### src/sv/utf8u_pkg.sv
// ----------------------------------------------------------------------------
// utf8u_pkg
// Shared types and constants for the UTF-8 to UCS-2 stream decoder.
// ----------------------------------------------------------------------------
package utf8u_pkg;

    localparam int BYTE_W     = 8;
    localparam int UNIT_W     = 16;
    localparam int TOTAL_W    = 17;
    localparam int CAP_W      = 16;
    localparam int LEFT_W     = 3;
    localparam int APB_ADDR_W = 3;
    localparam int APB_DATA_W = 32;

    // Lead byte thresholds (legacy 1..6 byte form)
    localparam logic [BYTE_W-1:0] LEAD6 = 8'hFC;
    localparam logic [BYTE_W-1:0] LEAD5 = 8'hF8;
    localparam logic [BYTE_W-1:0] LEAD4 = 8'hF0;
    localparam logic [BYTE_W-1:0] LEAD3 = 8'hE0;
    localparam logic [BYTE_W-1:0] LEAD2 = 8'hC0;

    // Register index of capacity (byte address 4 * index)
    localparam logic REG_CAPACITY = 1'b0;

    // Result kinds
    typedef enum logic [1:0] {
        KIND_UNIT = 2'd0,
        KIND_END  = 2'd1,
        KIND_FULL = 2'd2
    } t_kind;

    // Result of one decode step
    typedef struct packed {
        logic                has;
        t_kind               kind;
        logic [UNIT_W-1:0]   code;
        logic [TOTAL_W-1:0]  total;
    } t_result;

endpackage

### src/sv/utf8u_byte_if.sv
// ----------------------------------------------------------------------------
// utf8u_byte_if
// Byte channel: one UTF-8 byte per transaction.
// ----------------------------------------------------------------------------
interface utf8u_byte_if import utf8u_pkg::*; ();
    logic              valid;
    logic              ready;
    logic [BYTE_W-1:0] in_byte;

    modport source (output valid, output in_byte, input ready);
    modport sink   (input valid, input in_byte, output ready);
endinterface

### src/sv/utf8u_unit_if.sv
// ----------------------------------------------------------------------------
// utf8u_unit_if
// Result channel: code unit, end-of-string or capacity-reached report.
// ----------------------------------------------------------------------------
interface utf8u_unit_if import utf8u_pkg::*; ();
    logic               valid;
    logic               ready;
    logic [1:0]         kind;
    logic [UNIT_W-1:0]  code_unit;
    logic [TOTAL_W-1:0] total;

    modport source (output valid, output kind, output code_unit, output total, input ready);
    modport sink   (input valid, input kind, input code_unit, input total, output ready);
endinterface

### src/sv/utf8_to_ucs2_stream_top.sv
// ----------------------------------------------------------------------------
// utf8_to_ucs2_stream_top
// Decodes a NUL-terminated UTF-8 byte stream (legacy 1..6 byte form) into
// UCS-2 code units, with capacity limit and a count-only sizing mode.
// ----------------------------------------------------------------------------
// One byte is accepted per clock while no result waits on a stalled result
// register. An accepted byte is held in the input register while the decoder
// step runs. Its result, if any, is loaded into the result register when the
// step is taken and is offered on the result channel from then on. The decoder
// state (partial code, bytes left, unit count, discard flag) is updated in the
// same cycle as the step, so bytes can follow back to back. A byte that yields
// no result is consumed even while the result register is stalled; a byte that
// yields a result waits for the result register.
// Capacity (byte address 0) may be written only while the block is idle.
module utf8_to_ucs2_stream_top import utf8u_pkg::*; (
    input  logic                  i_clk,
    input  logic                  i_rst_n,
    input  logic                  psel,
    input  logic                  penable,
    input  logic                  pwrite,
    input  logic [APB_ADDR_W-1:0] paddr,
    input  logic [APB_DATA_W-1:0] pwdata,
    output logic [APB_DATA_W-1:0] prdata,
    output logic                  pready,
    utf8u_byte_if.sink            i_byte,
    utf8u_unit_if.source          o_res
);

    logic [CAP_W-1:0]  capacity;
    logic              in_valid;
    logic [BYTE_W-1:0] in_byte;
    logic              fire;
    t_result           result;

    utf8u_apb_cfg u_cfg (
        .i_clk      (i_clk),
        .i_rst_n    (i_rst_n),
        .psel       (psel),
        .penable    (penable),
        .pwrite     (pwrite),
        .paddr      (paddr),
        .pwdata     (pwdata),
        .prdata     (prdata),
        .pready     (pready),
        .o_capacity (capacity)
    );

    utf8u_in_stage u_in (
        .i_clk   (i_clk),
        .i_rst_n (i_rst_n),
        .i_byte  (i_byte),
        .i_fire  (fire),
        .o_valid (in_valid),
        .o_byte  (in_byte)
    );

    utf8u_decode u_dec (
        .i_clk      (i_clk),
        .i_rst_n    (i_rst_n),
        .i_byte     (in_byte),
        .i_fire     (fire),
        .i_capacity (capacity),
        .o_result   (result)
    );

    utf8u_out_stage u_out (
        .i_clk    (i_clk),
        .i_rst_n  (i_rst_n),
        .i_valid  (in_valid),
        .i_result (result),
        .o_fire   (fire),
        .o_res    (o_res)
    );

endmodule

### src/sv/utf8u_apb_cfg.sv
// ----------------------------------------------------------------------------
// utf8u_apb_cfg
// APB register slave holding the capacity register.
// ----------------------------------------------------------------------------
module utf8u_apb_cfg import utf8u_pkg::*; (
    input  logic                  i_clk,
    input  logic                  i_rst_n,
    input  logic                  psel,
    input  logic                  penable,
    input  logic                  pwrite,
    input  logic [APB_ADDR_W-1:0] paddr,
    input  logic [APB_DATA_W-1:0] pwdata,
    output logic [APB_DATA_W-1:0] prdata,
    output logic                  pready,
    output logic [CAP_W-1:0]      o_capacity
);

    logic [CAP_W-1:0] r_capacity;
    logic             wr_en;

    assign pready = 1'b1;
    assign wr_en  = psel && penable && pwrite && (paddr[2] == REG_CAPACITY);

    // capacity register
    always_ff @(posedge i_clk) begin
        if (!i_rst_n) begin
            r_capacity <= '0;
        end else if (wr_en) begin
            r_capacity <= pwdata[CAP_W-1:0];
        end
    end

    // read mux
    always_comb begin
        prdata = '0;
        if (paddr[2] == REG_CAPACITY) begin
            prdata = {{(APB_DATA_W-CAP_W){1'b0}}, r_capacity};
        end
    end

    assign o_capacity = r_capacity;

endmodule

### src/sv/utf8u_in_stage.sv
// ----------------------------------------------------------------------------
// utf8u_in_stage
// Input register: captures one byte per transaction.
// ----------------------------------------------------------------------------
module utf8u_in_stage import utf8u_pkg::*; (
    input  logic              i_clk,
    input  logic              i_rst_n,
    utf8u_byte_if.sink        i_byte,
    input  logic              i_fire,
    output logic              o_valid,
    output logic [BYTE_W-1:0] o_byte
);

    logic              r_valid;
    logic [BYTE_W-1:0] r_byte;

    // take a new byte when empty or when the held one is consumed
    assign i_byte.ready = !r_valid || i_fire;

    always_ff @(posedge i_clk) begin
        if (!i_rst_n) begin
            r_valid <= 1'b0;
        end else if (i_byte.valid && i_byte.ready) begin
            r_valid <= 1'b1;
            r_byte  <= i_byte.in_byte;
        end else if (i_fire) begin
            r_valid <= 1'b0;
        end
    end

    assign o_valid = r_valid;
    assign o_byte  = r_byte;

endmodule

### src/sv/utf8u_decode.sv
// ----------------------------------------------------------------------------
// utf8u_decode
// Decoder state and per-byte step logic: lead/continuation handling,
// unit counting, capacity check and end-of-string report.
// ----------------------------------------------------------------------------
module utf8u_decode import utf8u_pkg::*; (
    input  logic              i_clk,
    input  logic              i_rst_n,
    input  logic [BYTE_W-1:0] i_byte,
    input  logic              i_fire,
    input  logic [CAP_W-1:0]  i_capacity,
    output t_result           o_result
);

    // only the low 16 code bits ever reach the output
    logic [UNIT_W-1:0] r_partial, n_partial;
    logic [LEFT_W-1:0] r_left,    n_left;
    logic [CAP_W-1:0]  r_count,   n_count;
    logic              r_discard, n_discard;

    logic              finish;
    logic [UNIT_W-1:0] finish_code;
    logic              sizing;
    t_result           res;

    assign sizing = (i_capacity == '0);

    // one step of the decoder
    always_comb begin
        n_partial   = r_partial;
        n_left      = r_left;
        n_count     = r_count;
        n_discard   = r_discard;
        finish      = 1'b0;
        finish_code = '0;
        res         = '{has: 1'b0, kind: KIND_UNIT, code: '0, total: '0};

        if (i_byte == '0) begin
            // end of string
            if (!r_discard) begin
                res.has   = 1'b1;
                res.kind  = KIND_END;
                res.total = sizing ? {r_count, 1'b0} : {1'b0, r_count};
            end
            n_partial = '0;
            n_left    = '0;
            n_count   = '0;
            n_discard = 1'b0;
        end else if (r_discard) begin
            // drop until NUL
        end else if (r_left != '0) begin
            // continuation byte, not checked
            n_partial = {r_partial[UNIT_W-7:0], i_byte[5:0]};
            n_left    = r_left - 1'b1;
            if (r_left == LEFT_W'(1)) begin
                finish      = 1'b1;
                finish_code = {r_partial[UNIT_W-7:0], i_byte[5:0]};
            end
        end else if (!sizing && (r_count >= i_capacity)) begin
            // capacity reached at the first byte of a character
            n_discard = 1'b1;
            res.has   = 1'b1;
            res.kind  = KIND_FULL;
            res.total = {1'b0, r_count};
        end else if (i_byte >= LEAD6) begin
            n_partial = {15'b0, i_byte[0]};
            n_left    = LEFT_W'(5);
        end else if (i_byte >= LEAD5) begin
            n_partial = {14'b0, i_byte[1:0]};
            n_left    = LEFT_W'(4);
        end else if (i_byte >= LEAD4) begin
            n_partial = {13'b0, i_byte[2:0]};
            n_left    = LEFT_W'(3);
        end else if (i_byte >= LEAD3) begin
            n_partial = {12'b0, i_byte[3:0]};
            n_left    = LEFT_W'(2);
        end else if (i_byte >= LEAD2) begin
            n_partial = {11'b0, i_byte[4:0]};
            n_left    = LEFT_W'(1);
        end else begin
            // single byte character (stray continuation bytes included)
            finish      = 1'b1;
            finish_code = {8'b0, i_byte};
        end

        // character complete: count it, emit unless sizing
        if (finish) begin
            n_partial = '0;
            if (sizing) begin
                if (r_count != '1) begin
                    n_count = r_count + 1'b1;
                end
            end else begin
                n_count  = r_count + 1'b1;
                res.has  = 1'b1;
                res.kind = KIND_UNIT;
                res.code = finish_code;
            end
        end
    end

    // state registers
    always_ff @(posedge i_clk) begin
        if (!i_rst_n) begin
            r_partial <= '0;
            r_left    <= '0;
            r_count   <= '0;
            r_discard <= 1'b0;
        end else if (i_fire) begin
            r_partial <= n_partial;
            r_left    <= n_left;
            r_count   <= n_count;
            r_discard <= n_discard;
        end
    end

    assign o_result = res;

endmodule

### src/sv/utf8u_out_stage.sv
// ----------------------------------------------------------------------------
// utf8u_out_stage
// Result register and step control: a held byte is processed when it
// yields no result or when the result register is free.
// ----------------------------------------------------------------------------
module utf8u_out_stage import utf8u_pkg::*; (
    input  logic         i_clk,
    input  logic         i_rst_n,
    input  logic         i_valid,
    input  t_result      i_result,
    output logic         o_fire,
    utf8u_unit_if.source o_res
);

    logic               r_valid;
    t_kind              r_kind;
    logic [UNIT_W-1:0]  r_code;
    logic [TOTAL_W-1:0] r_total;

    assign o_fire = i_valid && (!i_result.has || !r_valid || o_res.ready);

    // result register
    always_ff @(posedge i_clk) begin
        if (!i_rst_n) begin
            r_valid <= 1'b0;
        end else if (o_fire && i_result.has) begin
            r_valid <= 1'b1;
            r_kind  <= i_result.kind;
            r_code  <= i_result.code;
            r_total <= i_result.total;
        end else if (o_res.ready) begin
            r_valid <= 1'b0;
        end
    end

    assign o_res.valid     = r_valid;
    assign o_res.kind      = r_kind;
    assign o_res.code_unit = r_code;
    assign o_res.total     = r_total;

endmodule

### src/flat_wrapper.sv
// flat-port wrapper written by rule: the top's interface ports become plain ports
module utf8_to_ucs2_stream_top_flat import utf8u_pkg::*;
  (i_clk, i_rst_n, psel, penable, pwrite, paddr, pwdata, prdata, pready, i_byte_valid, i_byte_in_byte, i_byte_ready, o_res_valid, o_res_kind, o_res_code_unit, o_res_total, o_res_ready);
  utf8u_byte_if i_byte_i ();
  utf8u_unit_if o_res_i ();
  input  logic i_clk;
  input  logic i_rst_n;
  input  logic psel;
  input  logic penable;
  input  logic pwrite;
  input  logic [APB_ADDR_W-1:0] paddr;
  input  logic [APB_DATA_W-1:0] pwdata;
  output logic [APB_DATA_W-1:0] prdata;
  output logic pready;
  input wire logic [$bits(i_byte_i.valid)-1:0] i_byte_valid;
  input wire logic [$bits(i_byte_i.in_byte)-1:0] i_byte_in_byte;
  output wire logic [$bits(i_byte_i.ready)-1:0] i_byte_ready;
  output wire logic [$bits(o_res_i.valid)-1:0] o_res_valid;
  output wire logic [$bits(o_res_i.kind)-1:0] o_res_kind;
  output wire logic [$bits(o_res_i.code_unit)-1:0] o_res_code_unit;
  output wire logic [$bits(o_res_i.total)-1:0] o_res_total;
  input wire logic [$bits(o_res_i.ready)-1:0] o_res_ready;
  assign i_byte_i.valid = i_byte_valid;
  assign i_byte_i.in_byte = i_byte_in_byte;
  assign i_byte_ready = i_byte_i.ready;
  assign o_res_valid = o_res_i.valid;
  assign o_res_kind = o_res_i.kind;
  assign o_res_code_unit = o_res_i.code_unit;
  assign o_res_total = o_res_i.total;
  assign o_res_i.ready = o_res_ready;
  utf8_to_ucs2_stream_top u_core (.i_clk(i_clk), .i_rst_n(i_rst_n), .psel(psel), .penable(penable), .pwrite(pwrite), .paddr(paddr), .pwdata(pwdata), .prdata(prdata), .pready(pready), .i_byte(i_byte_i), .o_res(o_res_i));
endmodule
### config.mk
export PLATFORM = sky130hd
export DESIGN_NAME = utf8_to_ucs2_stream_top_flat
export DESIGN_NICKNAME = d
export VERILOG_FILES = /design/src/sv/utf8u_pkg.sv /design/src/sv/utf8u_byte_if.sv /design/src/sv/utf8u_unit_if.sv /design/src/sv/utf8_to_ucs2_stream_top.sv /design/src/sv/utf8u_apb_cfg.sv /design/src/sv/utf8u_in_stage.sv /design/src/sv/utf8u_decode.sv /design/src/sv/utf8u_out_stage.sv /design/src/flat_wrapper.sv
export SDC_FILE = /design/constraint.sdc
export NUM_CORES = 1
export LEC_CHECK = 0
export BUFFER_PORTS_ARGS = -buffer_cell sky130_fd_sc_hd__clkbuf_2
export CAP_MARGIN = 0
export CORE_ASPECT_RATIO = 2
export CORE_MARGIN = 3
export CORE_UTILIZATION = 54
export CTS_BUF_LIST = sky130_fd_sc_hd__clkbuf_2
export DETAILED_ROUTE_END_ITERATION = 8
export HOLD_SLACK_MARGIN = 0.03
export PLACE_DENSITY = 0.81
export SLEW_MARGIN = 5
export SYNTH_ARGS = -nofsm -noshare
export SYNTH_HDL_FRONTEND = slang
export SYNTH_SLANG_ARGS = --single-unit
### constraint.sdc
create_clock -name i_clk -period 5 [get_ports i_clk]
set_input_delay 0.5 -clock i_clk [delete_from_list [all_inputs] [get_ports i_clk]]
set_output_delay 0.5 -clock i_clk [all_outputs]
set_load 0.01 [all_outputs]
==> impl_metrics.py <==
metrics = {
    "clocking": {
        "cts-root-buf": "clkbuf_2",
        "clock_path_buffers": 2,
        "cts_tree": "done",
        "cts_resized": 0,
        "post-cts-setup-buffers": 0,
        "clkLatencyLatePin_ns": 0.56,
        "numCtsBuffers": 9,
        "cts_max_level": 3,
        "clk_pin_slew_ns": 0.24,
        "numClockSinks": 91,
        "hold_buffers": 0,
    },
    "synth": {
        "async_flop_share": 0,
        "yosys-mux-area-fraction": 0.0233,
        "synth_flop_cell": "dfxtp_1",
        "yosysWarnings": 0,
        "synthAdderAreaFrac": 0.0530,
        "synth_top_family_by_area": "simple AND/OR/NAND/NOR gates",
        "synth.ff_latch_count": 91,
        "ys_top_cells_by_area": "edfxtp_1 27%, dfxtp_1 20%, nand2_1 6.5%",
        "synth_edf_count": 43,
        "synth_top_area_cell": "edfxtp_1",
        "synth_top_area_frac": 0.273,
        "synth.distinct_cells": 57,
        "synth_xor_area_frac": 0,
        "synth_area_um2": 4720,
        "synth_compound_area_frac": 0.160,
        "synthSimpleGateAreaFrac": 0.217,
        "ys_seq_area_frac": 0.477,
        "synthCells": 506,
        "avgSynthCellArea_um2": 9.33,
    },
    "critical_path": {
        "endpoint_kind": "flop",
        "slowest_stage": "o21bai_1",
        "crit_chain": "inv_1, ha_1, nand4_1, or3_1, or4_4, a31oi_1, o211a_1, or3b_1, o21bai_1, mux2i_1",
        "crit_required_ns": 5.48,
        "path_max_fanout": 19,
        "crit_path_start_kind": "flop",
        "max_stage_delay_ns": 0.60,
        "critical_path_class": "reg2reg",
        "arrival_ns": 4.67,
    },
    "placement": {
        "port_buffers": 84,
        "gp_congestion": 0.873,
        "dp_hpwl_um": 7740,
        "dpl.cell_count": 667,
    },
    "grt": {
        "overflow": 0,
        "grt_pass1_vias": 3642,
        "grt_max_degree": 58,
        "grt_pass1_wl_um": 16400,
        "gr-usage-all-layers": 0.206,
        "grt_antenna_before_repair": 1,
    },
    "route": {
        "first_pass_iters": 5,
        "drt-total-wl_um": 10100,
        "drt_iter0_markers": 296,
        "vias": 3889,
        "ant_nets": 0,
        "avgViaCountPerCell": 5.69,
        "drcViolationCount": 0,
        "post_drt_wl_per_cell_um": 14.8,
    },
    "timing": {
        "min_period_ns": 4.19,
        "fin_crit_sh": 0.837,
        "skew_ns": 0.0362,
        "tightest_slew_ns": 1.16,
        "fmax_mhz": 239,
        "rsz0062_at_grt": "false",
        "setup_tns_ns": 0,
        "setup_viol": 0,
        "finalHoldViolCount": 0,
        "report.final.slew_viol_count": 0,
        "max_slew_margin": 0.223,
    },
    "floorplan": {
        "ios": 120,
        "die_h_um": 138,
        "die_area_um2": 9970,
        "fp-row-count": 47,
        "chipWidth_um": 72.1,
        "initial_utilization": 0.562,
        "core_area_um2": 8410,
    },
    "cells_and_area": {
        "n_fill_cell": 733,
        "final_cell_mix": "96 x clkbuf_2, 82 x nand2_1, 48 x dfxtp_1",
        "multi_input_area_um2": 2200,
        "drive_gt1_frac": 0.202,
        "mostFrequentLayoutCell": "clkbuf_2",
        "final_net_count": 650,
        "seq_area_um2": 2250,
        "fin_cells": 684,
        "area_growth_syn_to_layout_pct": 11.0,
    },
    "outcome": {
        "outcome": "completed",
    },
    "power_and_ir_drop": {
        "powerDensity_nw_per_um2": 265,
        "leakage_uw": 0.00217,
        "ir_drop_mv": 0.155,
    },
    "min_path": {
        "hold_path_class": "in2reg",
    },
    "job": {
        "cap_viol_max_count": 0,
    },
}
-- Yosys cell counts, types with 14 or more instances --
master / instances
a21boi_0: 17
a21oi_1: 14
a22o_1: 15
and3_1: 20
buf_4: 18
clkbuf_1: 17
dfxtp_1: 48
edfxtp_1: 43
ha_1: 20
inv_1: 24
nand2_1: 82
nand3_1: 14
nor2_1: 40
o21ai_0: 18
-- layout make-up --
class,instances,share of cell area
multi-input cells,365,0.420
flip-flops and latches,91,0.430
clock buffers,12,0.0115
clock inverters,4,0.0100
diodes,1,0.000478
inverters,24,0.0172
well taps,98,0.0234
repair buffers,89,0.0874
-- power breakdown --
group	switching, µW	internal (µW)	total [µW]
Clock	236	121	357
Combinational	139	72.1	212
Sequential	16.5	802	819
Total	392	995	1390
-- through the flow --
step | setup WS [ns] | utilization | hold slack, ns | power (µW) | instance area (µm²)
final | 0.814 | 0.623 | 0.0907 | 1390 | 5240
after global routing | 0.645 | 0.623 | 0.0440 | 1450 | 5240
after CTS | 0.837 | 0.623 | 0.0614 | 1400 | 5240
after detailed placement | 0.894 | 0.609 | 0.447 | 1040 | 5120
after global placement | 1.02 | 0.609 | 0.439 | 1040 | 5120
after floorplan | 1.05 | - | 0.434 | 991 | 4780
-- worst paths after layout --
kind	to	startpoint	slack, ns	depth (start not counted)
setup / recovery	u_core.u_dec.r_partial[4]	u_core.u_cfg.o_capacity[15]	0.81	10
hold reg to reg	u_core.u_dec.r_partial[6]	u_core.u_dec.r_partial[6]	0.47	2
hold / removal	u_core.u_in.o_byte[0]	i_byte_in_byte[0]	0.09	1
setup reg to reg	u_core.u_dec.r_partial[4]	u_core.u_cfg.o_capacity[15]	0.81	10
-- logic make-up after synthesis --
logic type,after synthesis
and+or+nand+nor,212
DFF,91
adders and majority gates,20
AOI/OAI and AO/OA,105
other,2
buffers and inverters,65
muxes,11
-- critical path, delay by kind of cell (launching register included) --
family / cells / cell delay, ns
AND/OR/NAND/NOR: 4 / 1.66
AO/OA/AOI/OAI: 3 / 1.35
flip-flops: 1 / 0.41
adder cells (fa/ha/maj): 1 / 0.31
multiplexers: 1 / 0.30
buffers and inverters: 1 / 0.08
-- flip-flops by register name, summed over array words and instances (netlist names) --
signal and count:
u_core.u_dec.r_discard 1, u_core.u_cfg.o_capacity 16, u_core.u_in.o_valid 1, u_core.u_in.o_byte 8
u_core.u_dec.r_left 3, u_core.u_out.o_res.valid 1, u_core.u_out.o_res.total 17, u_core.u_dec.r_partial 10
u_core.u_out.o_res.code_unit 16, u_core.u_dec.r_count 16, u_core.u_out.o_res.kind 2
-- per-layer routing --
layer	wire, µm	vias up	track usage	share of wire
li1	-	1938	-	-
met1	3780	1781	0.226	0.37
met2	5540	150	0.366	0.55
met3	587	20	0.0320	0.058
met4	187	0	0.111	0.019
met5	0	-	0	0
No activity file was read; power rests on OpenSTA's default activity.
